<file path="src/rtl/deq_pkg.sv">
`default_nettype none
// ============================================================================
// deq_pkg
// Shared types and constants for the double-ended queue: command codes,
// result status codes, controller states and the control/status bundles
// between controller and datapath.
// ============================================================================
package deq_pkg;

    localparam int DEQ_CAPACITY  = 16;
    localparam int DEQ_WORD_BITS = 32;

    // Fixed widths of the stream fields
    localparam int FUNC_BITS     = 3;
    localparam int PUSH_BITS     = 32;
    localparam int OUT_BITS      = 32;
    localparam int STATUS_BITS   = 2;
    localparam int S_TDATA_BITS  = 40;  // func + push_word = 35, padded to bytes
    localparam int M_TDATA_BITS  = 32;

    // Command codes carried in the input transaction
    typedef enum logic [FUNC_BITS-1:0] {
        FN_PUSH_FRONT = 3'd0,
        FN_PUSH_BACK  = 3'd1,
        FN_POP_FRONT  = 3'd2,
        FN_POP_BACK   = 3'd3,
        FN_PEEK_FRONT = 3'd4,
        FN_PEEK_BACK  = 3'd5,
        FN_CLEAR      = 3'd6
    } func_t;

    // Result status codes
    typedef enum logic [STATUS_BITS-1:0] {
        ST_OK    = 2'd0,
        ST_WORD  = 2'd1,
        ST_EMPTY = 2'd2,
        ST_FULL  = 2'd3
    } status_t;

    // Controller states
    typedef enum logic {
        S_IDLE,
        S_READ
    } state_t;

    // Controller to datapath commands
    typedef struct packed {
        logic    write_en;     // store push word at one end
        logic    read_en;      // read the word at one end
        logic    at_front;     // end selected by write_en / read_en
        logic    remove;       // read also removes the word
        logic    clear;        // empty the queue
        logic    load_status;  // load result register with status, zero word
        logic    load_word;    // load result register with read data
        status_t status;       // status for load_status
    } dp_cmd_t;

    // Datapath to controller status
    typedef struct packed {
        logic empty;
        logic full;
        logic out_busy;        // result register holds an untaken result
    } dp_stat_t;

endpackage
`default_nettype wire

</file>
<file path="src/rtl/deq_ctrl.sv">
`default_nettype none
// ============================================================================
// deq_ctrl
// Command decoder and sequencer. Accepts one command at a time, issues
// datapath commands and waits in S_READ for the memory read of pops/peeks.
// ============================================================================
module deq_ctrl
    import deq_pkg::*;
(
    input  wire logic                 clk,
    input  wire logic                 rst_n,
    input  wire logic                 in_valid,
    output logic                      in_ready,
    input  wire logic [FUNC_BITS-1:0] func,
    input  wire logic                 out_ready,
    input  wire dp_stat_t             stat,
    output dp_cmd_t                   cmd
);

    state_t state_reg;
    state_t state_next;
    logic   accept;

    // State register
    always_ff @(posedge clk or negedge rst_n)
    begin
        if (!rst_n)
        begin
            state_reg <= S_IDLE;
        end
        else
        begin
            state_reg <= state_next;
        end
    end

    // Next state and commands
    always_comb
    begin
        state_next = state_reg;
        cmd        = '0;
        cmd.status = ST_OK;
        in_ready   = 1'b0;
        accept     = 1'b0;
        case (state_reg)
            S_IDLE:
            begin
                // result register free now or drained at this edge
                in_ready = !stat.out_busy || out_ready;
                accept   = in_valid && in_ready;
                if (accept)
                begin
                    case (func_t'(func))
                        FN_PUSH_FRONT, FN_PUSH_BACK:
                        begin
                            cmd.load_status = 1'b1;
                            if (stat.full)
                            begin
                                cmd.status = ST_FULL;
                            end
                            else
                            begin
                                cmd.write_en = 1'b1;
                                cmd.at_front = (func_t'(func) == FN_PUSH_FRONT);
                            end
                        end
                        FN_POP_FRONT, FN_POP_BACK, FN_PEEK_FRONT, FN_PEEK_BACK:
                        begin
                            if (stat.empty)
                            begin
                                cmd.load_status = 1'b1;
                                cmd.status      = ST_EMPTY;
                            end
                            else
                            begin
                                cmd.read_en  = 1'b1;
                                cmd.at_front = (func_t'(func) == FN_POP_FRONT) ||
                                               (func_t'(func) == FN_PEEK_FRONT);
                                cmd.remove   = (func_t'(func) == FN_POP_FRONT) ||
                                               (func_t'(func) == FN_POP_BACK);
                                state_next   = S_READ;
                            end
                        end
                        FN_CLEAR:
                        begin
                            cmd.clear       = 1'b1;
                            cmd.load_status = 1'b1;
                        end
                        default:
                        begin
                            // unused code: no state change, ok result
                            cmd.load_status = 1'b1;
                        end
                    endcase
                end
            end
            S_READ:
            begin
                // read data is registered now
                cmd.load_word = 1'b1;
                state_next    = S_IDLE;
            end
            default:
            begin
                state_next = S_IDLE;
            end
        endcase
    end

endmodule
`default_nettype wire

</file>
<file path="src/rtl/deq_datapath.sv">
`default_nettype none
// ============================================================================
// deq_datapath
// Ring storage with front index and element count, end-address arithmetic
// and the result register of the output stream.
// ============================================================================
module deq_datapath
    import deq_pkg::*;
#(
    parameter int CAPACITY  = DEQ_CAPACITY,
    parameter int WORD_BITS = DEQ_WORD_BITS
)
(
    input  wire logic                 clk,
    input  wire logic                 rst_n,
    input  wire dp_cmd_t              cmd,
    input  wire logic [PUSH_BITS-1:0] push_word,
    input  wire logic                 out_ready,
    output dp_stat_t                  stat,
    output logic                      out_valid,
    output logic [STATUS_BITS-1:0]    out_status,
    output logic [OUT_BITS-1:0]       out_word
);

    localparam int IDX_W = (CAPACITY > 1) ? $clog2(CAPACITY) : 1;
    localparam int CNT_W = $clog2(CAPACITY + 1);
    localparam int SUM_W = ((IDX_W > CNT_W) ? IDX_W : CNT_W) + 1;

    localparam logic [IDX_W-1:0] LAST_IDX = IDX_W'(CAPACITY - 1);
    localparam logic [CNT_W-1:0] CAP_CNT  = CNT_W'(CAPACITY);
    localparam logic [SUM_W-1:0] CAP_SUM  = SUM_W'(CAPACITY);

    logic [IDX_W-1:0]     first_reg, first_next;
    logic [CNT_W-1:0]     count_reg, count_next;
    logic                 out_valid_reg, out_valid_next;
    status_t              status_reg, status_next;
    logic [OUT_BITS-1:0]  word_reg, word_next;
    logic [WORD_BITS-1:0] rd_data_reg;
    logic [WORD_BITS-1:0] mem [CAPACITY];

    logic [SUM_W-1:0] tail_sum;
    logic [SUM_W-1:0] last_sum;
    logic [IDX_W-1:0] tail_idx;   // slot after the back element
    logic [IDX_W-1:0] last_idx;   // slot of the back element
    logic [IDX_W-1:0] first_inc;
    logic [IDX_W-1:0] first_dec;
    logic [IDX_W-1:0] wr_addr;
    logic [IDX_W-1:0] rd_addr;

    // Ring address arithmetic: sums stay below twice the capacity
    always_comb
    begin
        tail_sum  = SUM_W'(first_reg) + SUM_W'(count_reg);
        last_sum  = tail_sum - SUM_W'(1);
        tail_idx  = (tail_sum >= CAP_SUM) ? IDX_W'(tail_sum - CAP_SUM) : IDX_W'(tail_sum);
        last_idx  = (last_sum >= CAP_SUM) ? IDX_W'(last_sum - CAP_SUM) : IDX_W'(last_sum);
        first_inc = (first_reg == LAST_IDX) ? '0 : first_reg + IDX_W'(1);
        first_dec = (first_reg == '0) ? LAST_IDX : first_reg - IDX_W'(1);
        wr_addr   = cmd.at_front ? first_dec : tail_idx;
        rd_addr   = cmd.at_front ? first_reg : last_idx;
    end

    // Front index and count update
    always_comb
    begin
        first_next = first_reg;
        count_next = count_reg;
        if (cmd.clear)
        begin
            first_next = '0;
            count_next = '0;
        end
        else if (cmd.write_en)
        begin
            if (cmd.at_front)
            begin
                first_next = first_dec;
            end
            count_next = count_reg + CNT_W'(1);
        end
        else if (cmd.read_en && cmd.remove)
        begin
            if (cmd.at_front)
            begin
                first_next = first_inc;
            end
            count_next = count_reg - CNT_W'(1);
        end
    end

    // Result register: load on command, drain on output transaction
    always_comb
    begin
        out_valid_next = out_valid_reg;
        status_next    = status_reg;
        word_next      = word_reg;
        if (cmd.load_status)
        begin
            out_valid_next = 1'b1;
            status_next    = cmd.status;
            word_next      = '0;
        end
        else if (cmd.load_word)
        begin
            out_valid_next = 1'b1;
            status_next    = ST_WORD;
            word_next      = OUT_BITS'(rd_data_reg);
        end
        else if (out_ready)
        begin
            out_valid_next = 1'b0;
        end
    end

    // Control registers
    always_ff @(posedge clk or negedge rst_n)
    begin
        if (!rst_n)
        begin
            first_reg     <= '0;
            count_reg     <= '0;
            out_valid_reg <= 1'b0;
        end
        else
        begin
            first_reg     <= first_next;
            count_reg     <= count_next;
            out_valid_reg <= out_valid_next;
        end
    end

    // Result payload
    always_ff @(posedge clk)
    begin
        status_reg <= status_next;
        word_reg   <= word_next;
    end

    // Ring memory: one write port, one registered read port
    always_ff @(posedge clk)
    begin
        if (cmd.write_en)
        begin
            mem[wr_addr] <= WORD_BITS'(push_word);
        end
        if (cmd.read_en)
        begin
            rd_data_reg <= mem[rd_addr];
        end
    end

    assign stat.empty    = (count_reg == '0);
    assign stat.full     = (count_reg == CAP_CNT);
    assign stat.out_busy = out_valid_reg;
    assign out_valid     = out_valid_reg;
    assign out_status    = status_reg;
    assign out_word      = word_reg;

endmodule
`default_nettype wire

</file>
<file path="src/rtl/double_ended_queue.sv">
`default_nettype none
// ============================================================================
// double_ended_queue
// Double-ended queue of words in a circular buffer with push, pop and peek
// at either end and a one-step clear.
// ============================================================================
// One command is taken per input transaction and answered by exactly one
// output transaction. Pushes, clear, unused codes and refused or empty-error
// commands load their result on acceptance; pops and peeks go through the
// read state, as the word comes from the ring memory's registered read port.
// A result register sits on the output, so the next command is taken while
// a result still waits as long as that result is taken in the same cycle.
// Slot contents are not cleared at reset; only live slots are ever read.
// ============================================================================
module double_ended_queue
    import deq_pkg::*;
#(
    parameter int CAPACITY  = DEQ_CAPACITY,
    parameter int WORD_BITS = DEQ_WORD_BITS
)
(
    input  wire logic                    clk,
    input  wire logic                    rst_n,
    input  wire logic                    s_axis_tvalid,
    output logic                         s_axis_tready,
    input  wire logic [S_TDATA_BITS-1:0] s_axis_tdata,   // func[2:0], push_word[34:3]
    output logic                         m_axis_tvalid,
    input  wire logic                    m_axis_tready,
    output logic [M_TDATA_BITS-1:0]      m_axis_tdata,   // out_word[31:0]
    output logic [STATUS_BITS-1:0]       m_axis_tuser    // status[1:0]
);

    dp_cmd_t  cmd;
    dp_stat_t stat;

    // Sequencer
    deq_ctrl u_ctrl (
        .clk       (clk),
        .rst_n     (rst_n),
        .in_valid  (s_axis_tvalid),
        .in_ready  (s_axis_tready),
        .func      (s_axis_tdata[FUNC_BITS-1:0]),
        .out_ready (m_axis_tready),
        .stat      (stat),
        .cmd       (cmd)
    );

    // Storage, pointers and result register
    deq_datapath #(
        .CAPACITY  (CAPACITY),
        .WORD_BITS (WORD_BITS)
    ) u_datapath (
        .clk        (clk),
        .rst_n      (rst_n),
        .cmd        (cmd),
        .push_word  (s_axis_tdata[FUNC_BITS +: PUSH_BITS]),
        .out_ready  (m_axis_tready),
        .stat       (stat),
        .out_valid  (m_axis_tvalid),
        .out_status (m_axis_tuser),
        .out_word   (m_axis_tdata)
    );

    // A read blocks new commands until its word is loaded
    a_read_blocks: assert property (@(posedge clk) disable iff (!rst_n)
        cmd.read_en |=> (!s_axis_tready && cmd.load_word))
        else $error("read not followed by word load");

    // Never write into a full ring
    a_no_write_full: assert property (@(posedge clk) disable iff (!rst_n)
        cmd.write_en |-> !stat.full)
        else $error("write while full");

    // Full and empty exclusive (holds for a capacity of at least one)
    a_full_empty: assert property (@(posedge clk) disable iff (!rst_n)
        !(stat.full && stat.empty))
        else $error("full and empty together");

    // Only word results carry data
    a_word_zero: assert property (@(posedge clk) disable iff (!rst_n)
        (m_axis_tvalid && (m_axis_tuser != ST_WORD)) |-> (m_axis_tdata == '0))
        else $error("nonzero word on status-only result");

endmodule
`default_nettype wire

</file>
<file path="config.mk">
export PLATFORM = sky130hd
export DESIGN_NAME = double_ended_queue
export DESIGN_NICKNAME = d
export VERILOG_FILES = /design/src/rtl/deq_pkg.sv /design/src/rtl/deq_ctrl.sv /design/src/rtl/deq_datapath.sv /design/src/rtl/double_ended_queue.sv
export SDC_FILE = /design/constraint.sdc
export NUM_CORES = 1
export LEC_CHECK = 0
export ABC_AREA = 1
export BUFFER_PORTS_ARGS = -buffer_cell sky130_fd_sc_hd__clkbuf_2
export CAP_MARGIN = 20
export CELL_PAD_IN_SITES_DETAIL_PLACEMENT = 1
export CELL_PAD_IN_SITES_GLOBAL_PLACEMENT = 2
export CORE_ASPECT_RATIO = 0.7
export CORE_UTILIZATION = 41
export CTS_CLUSTER_DIAMETER = 30
export DETAILED_ROUTE_END_ITERATION = 16
export GPL_TIMING_DRIVEN = 1
export PLACE_DENSITY_LB_ADDON = 0.1
export REMOVE_ABC_BUFFERS = 1
export SYNTH_ARGS = -nofsm -noshare
export SYNTH_HDL_FRONTEND = slang
export SYNTH_SLANG_ARGS = --single-unit
</file>
<file path="constraint.sdc">
create_clock -name clk -period 4.9 [get_ports clk]
set_clock_uncertainty 0.15 [all_clocks]
set_input_delay 0.98 -clock clk [delete_from_list [all_inputs] [get_ports clk]]
set_output_delay 0.98 -clock clk [all_outputs]
set_load 0.005 [all_outputs]
</file>
==> results.json, run 1 <==
{
  "status": "complete, no violations",
  "num_vias": 18330,
  "slew_viol_final": 0,
  "ios": 80,
  "grt_max_degree": 130,
  "r2r_setup_slack_ns": 1.17,
  "htree_num_levels": 4,
  "areaGrowthSynthToFinish_pct": 22.6,
  "clock_path_buffers": 3,
  "core_area_um2": 61500,
  "antenna_found_initial": 3,
  "wl_per_cell_um": 22.1,
  "post-place-ws_ns": 0.860,
  "crit_arrival_ns": 4.13,
  "yosys.area_share.simple_pct": 22.9,
  "min_path_cells": 2,
  "hold_class": "reg -> reg",
  "drt_first_pass_iters": 5,
  "die_x_um": 300,
  "critPathKind": "reg -> reg",
  "fin_nets": 2619,
  "cts_tree": "yes",
  "hpwl_um": 38400,
  "worst_pin_slew_ns": 1.10,
  "r2r_cells": 10,
  "setup.worst_path.end": "u_datapath.rd_data_reg[19]",
  "synth_fa_ha_area_share_pct": 0.646,
  "drive_gt1_share_pct": 13.7,
  "crit_required_ns": 5.29,
  "grt_pass1_wl_um": 117000,
  "die_h_um": 211,
  "cp_max_fo": 34,
  "syn_area_um2": 25600,
  "fin_crit_ns": 3.73,
  "worstReg2RegEnd": "u_datapath.rd_data_reg[19]",
  "rsz0062_at_grt": "no",
  "hold_viol_final": 0,
  "clkTransAtPathRegs_ns": 0.04,
  "drtIter0Drc": 1257,
  "post_cts_buffers": 0,
  "synth_seq_cells": 589,
  "rows": 76,
  "synth_xor_area_share_pct": 0.377,
  "gp_congestion": 0.775,
  "placed_area_um2": 26900,
  "largest_reg_flops": 512,
  "cts_sinks": 589,
  "period_share_pct": 76.2,
  "seq_area_frac_synth_pct": 67.7,
  "synth_compound_area_share_pct": 0.588,
  "synth_top_area_share_pct": 64.2,
  "ant_nets": 0,
  "port_buffers": 74,
  "crit_path_end_kind": "flop",
  "yosysTopAreaCell": "edfxtp_1",
  "final_cell_mix": "nand2_1, nand3_1, edfxtp_1",
  "ctsResizeCount": 0,
  "start_util_pct": 41.5,
  "synth_top_family_by_area": "simple AND/OR/NAND/NOR gates",
  "stdcell_area_um2": 31300,
  "ys_warn_count": 0,
  "layout_commonest_cell": "nand2_1",
  "syn_avg_cell_area_um2": 10.4,
  "hold_ws_ns": 0.314,
  "layout_setup_ws_ns": 1.17,
  "via_per_inst": 5.25,
  "yosysUniqueCellTypes": 34,
  "syn_inst": 2453,
  "gr-total-overflow": 0,
  "grt_pass1_vias": 18991,
  "synth_area_leaders": "edfxtp_1, nand3_1, nand2_1",
  "setup-violations-final": 0,
  "slew_headroom_pct": 26.1,
  "startpoint": "u_ctrl.state_reg",
  "cts_buffers": 132,
  "synth_mux_area_share_pct": 0,
  "clk_latency_ns": 0.70,
  "max_freq_mhz": 268,
  "place_inst": 3247,
  "instances_no_fill": 3492,
  "routed_wl_um": 77200,
  "startpoint_type": "flop",
  "drc": 0,
  "drv_cap": 0,
  "grt.total_usage_pct": 25.0,
  "holdBufCountCts": 1,
  "r2r_start": "u_ctrl.state_reg",
  "root_buffer": "clkbuf_16",
  "die_area_um2": 63300
}
## worst min-delay path by stage
stage                                     from                 endpoint  slack, ns
floorplan           u_datapath.rd_data_reg[19]  u_datapath.out_word[19]       0.29
global placement       u_datapath.out_word[19]  u_datapath.out_word[19]       0.30
detailed placement     u_datapath.out_word[19]  u_datapath.out_word[19]       0.31
CTS                    u_datapath.out_word[19]  u_datapath.out_word[19]       0.32
global route           u_datapath.out_word[19]  u_datapath.out_word[19]       0.34
finish                 u_datapath.out_word[19]  u_datapath.out_word[19]       0.31
## synth_stat cells (all sizes together)
master,instances
a21oi,7
o22ai,1
nand4,1
xor2,5
edfxtp,546
dfxtp,32
nor2,39
inv,324
fa,2
xnor2,6
or2,1
a211oi,1
nand3,591
a31oi,1
nand2,708
or3,1
ha,10
nor4,1
clkbuf,13
a22oi,1
o21ai,16
nor3,4
dfrtp,11
buf,131
## critical path, cell delays in order (launching register included)
cell,delay [ns]
dfrtp_2,0.41
inv_4,0.43
nand4_2,0.25
nor2_4,0.19
nand2_4,0.19
o21ai_4,0.89
buf_4,0.51
nand3_1,0.13
nand3_1,0.09
nand3_1,0.16
nand2_1,0.15
## logic make-up (layout without fill, tap and decap cells)
family                     count (synthesis)  after routing
AOI/OAI and AO/OA                         27             27
xor gates and xnor gates                  11             11
adders and majority gates                 12             12
buffers and inverters                    468            687
DFF                                      589            589
other                                      0              1
and+or+nand+nor                         1346           1346
## final cells by class
cell class              instances  area [µm²]
diodes                          1        2.50
clock buffers                 160        3560
clock inverters                83         847
fillers                      6576       30200
inverters                     324        1220
multi-input cells            1396        6450
flip-flops and latches        589       17300
well taps                     819        1020
repair buffers                120         918
## metal layers
metal	vias to the layer above	track usage (%)	share of wire, %
met5	-	0	0.022
met4	2	9.32	2.3
met3	126	4.74	4.6
met2	442	39.4	46
met1	9286	34.5	47
li1	8474	-	-
## stage by stage
step	util [%]	setup TNS [ns]
after floorplan	-	-277.46
after global placement	43.7	0
after detailed placement	43.7	0
after CTS	50.9	0
after global routing	50.9	0
final	50.9	0
Power of run 1 is left out: the tool's default activity adds up to more than one toggle a clock period on the data nets, which glitch-free logic cannot reach.
==> run 2, diff against run 1 <==
--- a/config.mk
+++ b/config.mk
@@ -11,7 +11,7 @@
 export CELL_PAD_IN_SITES_DETAIL_PLACEMENT = 1
 export CELL_PAD_IN_SITES_GLOBAL_PLACEMENT = 2
 export CORE_ASPECT_RATIO = 0.7
-export CORE_UTILIZATION = 41
+export CORE_UTILIZATION = 37
 export CTS_CLUSTER_DIAMETER = 30
 export DETAILED_ROUTE_END_ITERATION = 16
 export GPL_TIMING_DRIVEN = 1
==> constraint.sdc (replaced) <==
create_clock -name clk -period 3.27 [get_ports clk]
set_clock_uncertainty 0.15 [all_clocks]
set_input_delay 0.654 -clock clk [delete_from_list [all_inputs] [get_ports clk]]
set_output_delay 0.654 -clock clk [all_outputs]
set_load 0.005 [all_outputs]
==> results.json, run 2 (synthesis results as in run 1) <==
{
  "status": "complete, no violations",
  "place_inst": 3401,
  "drt_first_pass_iters": 5,
  "grt_max_degree": 99,
  "die_h_um": 222,
  "clock_path_buffers": 3,
  "routed_wl_um": 77700,
  "die_area_um2": 70100,
  "drtIter0Drc": 1156,
  "drive_gt1_share_pct": 15.6,
  "via_per_inst": 5.02,
  "ant_nets": 0,
  "slew_headroom_pct": 49.7,
  "fin_crit_ns": 3.06,
  "largest_reg_flops": 512,
  "cts_sinks": 589,
  "final_cell_mix": "nand2_1, nand3_1, edfxtp_1",
  "setup-violations-final": 0,
  "drc": 0,
  "cp_max_fo": 38,
  "areaGrowthSynthToFinish_pct": 26.7,
  "r2r_cells": 12,
  "hold_viol_final": 0,
  "drv_cap": 0,
  "root_buffer": "clkbuf_16",
  "r2r_start": "u_datapath.count_reg[0]",
  "wl_per_cell_um": 21.4,
  "gr-total-overflow": 0,
  "die_x_um": 316,
  "fin_nets": 2675,
  "max_freq_mhz": 326,
  "hpwl_um": 43200,
  "worst_pin_slew_ns": 0.754,
  "htree_num_levels": 3,
  "layout_commonest_cell": "nand2_1",
  "grt_pass1_vias": 18752,
  "post_cts_buffers": 0,
  "ctsResizeCount": 0,
  "min_from": "m_axis_tready",
  "fillers": 7315,
  "core_area_um2": 68300,
  "critPathKind": "reg -> reg",
  "multiInputGateArea_um2": 6450,
  "cts_buffers": 117,
  "antenna_found_initial": 4,
  "period_share_pct": 93.7,
  "hold_class": "in -> reg",
  "start_util_pct": 37.4,
  "instances_no_fill": 3622,
  "min_path_cells": 5,
  "port_buffers": 74,
  "grt.total_usage_pct": 22.6,
  "seqCellArea_um2": 17300,
  "rows": 80,
  "holdBufCountCts": 1,
  "slew_viol_final": 0,
  "crit_arrival_ns": 3.31,
  "crit_required_ns": 3.51,
  "ios": 80,
  "gp_congestion": 0.751,
  "worstPathCellList": "ha_1, inv_1, fa_1, ha_1, xnor2_1, nand2_1, o21ai_4, inv_2, buf_12, nand3_1, nand3_1, nand2_1",
  "cts_tree": "yes",
  "startpoint_type": "flop",
  "crit_path_end_kind": "flop",
  "grt_pass1_wl_um": 118000,
  "clkTransAtPathRegs_ns": 0.05,
  "whs_endpoint": "u_datapath.out_valid",
  "slowest_stage": "fa_1",
  "r2r_setup_slack_ns": 0.21,
  "clk_latency_ns": 0.67,
  "num_vias": 18178,
  "rsz0062_at_grt": "no",
  "worstReg2RegEnd": "u_datapath.rd_data_reg[3]",
  "cpPeakStageDelay_ns": 0.52
}
==> run 2: changes by cell type in the layout (fill, tap and decap cells not counted), sizes merged <==
cell	change
clkinv	-19
bufinv	+12
clkinvlp	-6
clkbuf	-13
inv	+2
buf	+71
==> run 2: area by class of cell <==
| class | count | share of cell area, % |
|---|---|---|
| timing repair buffer | 191 | 6.18 |
| antenna | 1 | 0.00773 |
| clock inverter | 72 | 3.34 |
| tap | 902 | 3.49 |
| clock buffer | 147 | 9.80 |
| sequential | 589 | 53.5 |
| inverter | 324 | 3.76 |
| multi-input combinational | 1396 | 19.9 |
==> run 2: worst max-delay path by stage <==
stage / startpoint / depth (start not counted) / to / slack, ns
floorplan: u_ctrl.state_reg / 10 / u_datapath.rd_data_reg[0] / -5.16
global placement: u_datapath.count_reg[0] / 12 / u_datapath.rd_data_reg[19] / 0.18
detailed placement: u_datapath.count_reg[0] / 12 / u_datapath.rd_data_reg[19] / 0.20
CTS: u_datapath.count_reg[0] / 12 / u_datapath.rd_data_reg[19] / 0.19
global route: u_datapath.count_reg[0] / 12 / u_datapath.rd_data_reg[19] / 0.06
finish: u_datapath.count_reg[0] / 12 / u_datapath.rd_data_reg[3] / 0.21
==> run 2: critical path, delay by kind of cell, from the launching register on <==
kind | cells | cell delay [ns]
buffers and inverters | 3 | 0.46
xor gates and xnor gates | 1 | 0.13
AOI/OAI and AO/OA | 1 | 0.13
DFF | 1 | 0.47
adders and majority gates | 3 | 0.98
and+or+nand+nor | 4 | 0.44
==> run 2: routing by layer <==
layer	up-vias	share of wire (%)	track usage [%]
met1	9084	47	31.3
met3	121	5.0	4.86
met5	-	0.030	0
met4	4	2.0	6.23
li1	8577	-	-
met2	392	46	35.7
==> run 2: per-stage QoR <==
step	setup WS [ns]	hold WS, ns	utilization, %	cell area, µm²	setup TNS (ns)
floorplan	-5.16	0.208	-	24800	-1149.13
global placement	0.178	0.302	41.2	28100	0
detailed placement	0.203	0.320	41.2	28100	0
CTS	0.189	0.200	47.4	32400	0
global route	0.0577	0.232	47.4	32400	0
finish	0.206	0.243	47.4	32400	0
Power of run 2 is left out for the same reason.
==> run 3, diff against run 2 <==
--- a/config.mk
+++ b/config.mk
@@ -11,7 +11,7 @@
 export CELL_PAD_IN_SITES_DETAIL_PLACEMENT = 1
 export CELL_PAD_IN_SITES_GLOBAL_PLACEMENT = 2
 export CORE_ASPECT_RATIO = 0.7
-export CORE_UTILIZATION = 37
+export CORE_UTILIZATION = 41
 export CTS_CLUSTER_DIAMETER = 30
 export DETAILED_ROUTE_END_ITERATION = 16
 export GPL_TIMING_DRIVEN = 1
==> constraint.sdc (replaced) <==
create_clock -name clk -period 3.5 [get_ports clk]
set_clock_uncertainty 0.15 [all_clocks]
set_input_delay 0.7 -clock clk [delete_from_list [all_inputs] [get_ports clk]]
set_output_delay 0.7 -clock clk [all_outputs]
set_load 0.005 [all_outputs]
==> results.json, run 3 (synthesis results as in run 1) <==
{
  "die_h_um": 211,
  "drive_gt1_share_pct": 14.0,
  "die_area_um2": 63300,
  "drv_cap": 0,
  "crit_required_ns": 3.67,
  "path_buf_inv": 2,
  "worstReg2RegEnd": "u_datapath.mem[6][24]",
  "clk_latency_ns": 0.68,
  "slew_headroom_pct": 45.7,
  "core_area_um2": 61500,
  "setup.worst_path.end": "u_datapath.mem[6][24]",
  "areaGrowthSynthToFinish_pct": 23.6,
  "rows": 76,
  "cts_buffers": 119,
  "r2r_setup_slack_ns": 0.35,
  "gr-total-overflow": 0,
  "slowest_stage": "dfrtp_1",
  "setup-violations-final": 0,
  "grt_max_degree": 129,
  "largest_reg_flops": 512,
  "instances_no_fill": 3497,
  "root_buffer": "clkbuf_16",
  "startpoint": "u_datapath.count_reg[0]",
  "final_cell_mix": "nand2_1, nand3_1, edfxtp_1",
  "critPathKind": "reg -> reg",
  "worst_pin_slew_ns": 0.814,
  "ctsResizeCount": 0,
  "gp_congestion": 0.788,
  "clkTransAtPathRegs_ns": 0.05,
  "fin_nets": 2631,
  "r2r_cells": 9,
  "drc": 0,
  "antenna_found_initial": 1,
  "port_buffers": 74,
  "stdcell_area_um2": 31600,
  "ios": 80,
  "drt_first_pass_iters": 5,
  "routed_wl_um": 75000,
  "grt_pass1_wl_um": 115000,
  "die_x_um": 300,
  "multiInputGateArea_um2": 6450,
  "via_per_inst": 5.18,
  "status": "complete, no violations",
  "worst-path-stages": 9,
  "grt_pass1_vias": 19062,
  "placed_area_um2": 27400,
  "wl_per_cell_um": 21.4,
  "crit_path_end_kind": "flop",
  "r2r_start": "u_datapath.count_reg[0]",
  "path_delay_family": "simple AND/OR/NAND/NOR gates",
  "layout_commonest_cell": "nand2_1",
  "seqCellArea_um2": 17300,
  "cp_max_fo": 16,
  "clock_path_buffers": 3,
  "cpPeakStageDelay_ns": 0.46,
  "hold_viol_final": 0,
  "worstPathCellList": "ha_1, inv_1, fa_1, xnor2_1, nand2_1, o21ai_0, nand3_1, nor2_4, buf_4",
  "htree_num_levels": 3,
  "fillers": 6536,
  "cts_sinks": 589,
  "hpwl_um": 39500,
  "ant_nets": 0,
  "slew_viol_final": 0,
  "rsz0062_at_grt": "no",
  "cts_tree": "yes",
  "hold_class": "in -> reg",
  "place_inst": 3272,
  "max_freq_mhz": 318,
  "drtIter0Drc": 984,
  "start_util_pct": 41.5,
  "crit_arrival_ns": 3.32,
  "period_share_pct": 89.9,
  "num_vias": 18120,
  "grt.total_usage_pct": 24.2,
  "fin_crit_ns": 3.15,
  "startpoint_type": "flop"
}
-- run 3: cell types whose count changed in the layout (fill, tap and decap cells not counted), moves of 5 or more --
cell / change
clkbuf_8: -6
clkinvlp_4: +15
clkinv_2: -8
buf_4: -24
clkinv_1: +11
buf_12: -22
clkbuf_1: -5
-- run 3: repair_timing --
item / CTS / global route
setup buffers: 0 / 0
hold buffers: 1 / 0
hold endpoints to repair: 11 / 0
-- run 3: worst reg2reg max path, delay by kind of cell (launching register included) --
kind	cells	cell delay (ns)
and+or+nand+nor	3	0.71
adders and majority gates	2	0.58
DFF	1	0.46
buffers and inverters	2	0.41
xor gates and xnor gates	1	0.31
AOI/OAI and AO/OA	1	0.16
-- run 3: final cells by class --
| cell class | count | share of cell area (%) |
|---|---|---|
| sequential | 589 | 54.8 |
| multi-input combinational | 1396 | 20.4 |
| clock buffer | 137 | 9.80 |
| timing repair buffer | 145 | 4.37 |
| inverter | 324 | 3.86 |
| clock inverter | 86 | 3.47 |
| tap | 819 | 3.24 |
| antenna | 1 | 0.00792 |
-- run 3: per-stage QoR --
| step | hold slack (ns) | util (%) | TNS, ns | setup WS (ns) |
|---|---|---|---|---|
| finish | 0.266 | 51.3 | 0 | 0.354 |
| floorplan | 0.254 | - | -1021.96 | -4.93 |
| global route | 0.259 | 51.3 | 0 | 0.142 |
| detailed placement | 0.324 | 44.5 | 0 | 0.237 |
| global placement | 0.314 | 44.5 | 0 | 0.280 |
| CTS | 0.232 | 51.3 | 0 | 0.340 |
-- run 3: how the worst min path moves through the flow --
| stage | from | slack (ns) | to | cells after the start |
|---|---|---|---|---|
| floorplan | rst_n | 0.25 | u_ctrl.state_reg | 0 |
| global placement | u_datapath.out_word[19] | 0.31 | u_datapath.out_word[19] | 2 |
| detailed placement | u_datapath.out_word[19] | 0.32 | u_datapath.out_word[19] | 2 |
| CTS | m_axis_tready | 0.23 | u_datapath.out_valid | 4 |
| global route | m_axis_tready | 0.26 | u_datapath.out_valid | 4 |
| finish | m_axis_tready | 0.27 | u_datapath.out_valid | 4 |
-- run 3: metal layers --
layer	part of all wire, %	vias up	GRT usage, %
met4	2.0	2	6.93
met5	0.017	-	0
met1	46	9166	32.4
met3	4.0	116	4.31
li1	-	8480	-
met2	48	356	40.3
Power of run 3 is left out for the same reason.
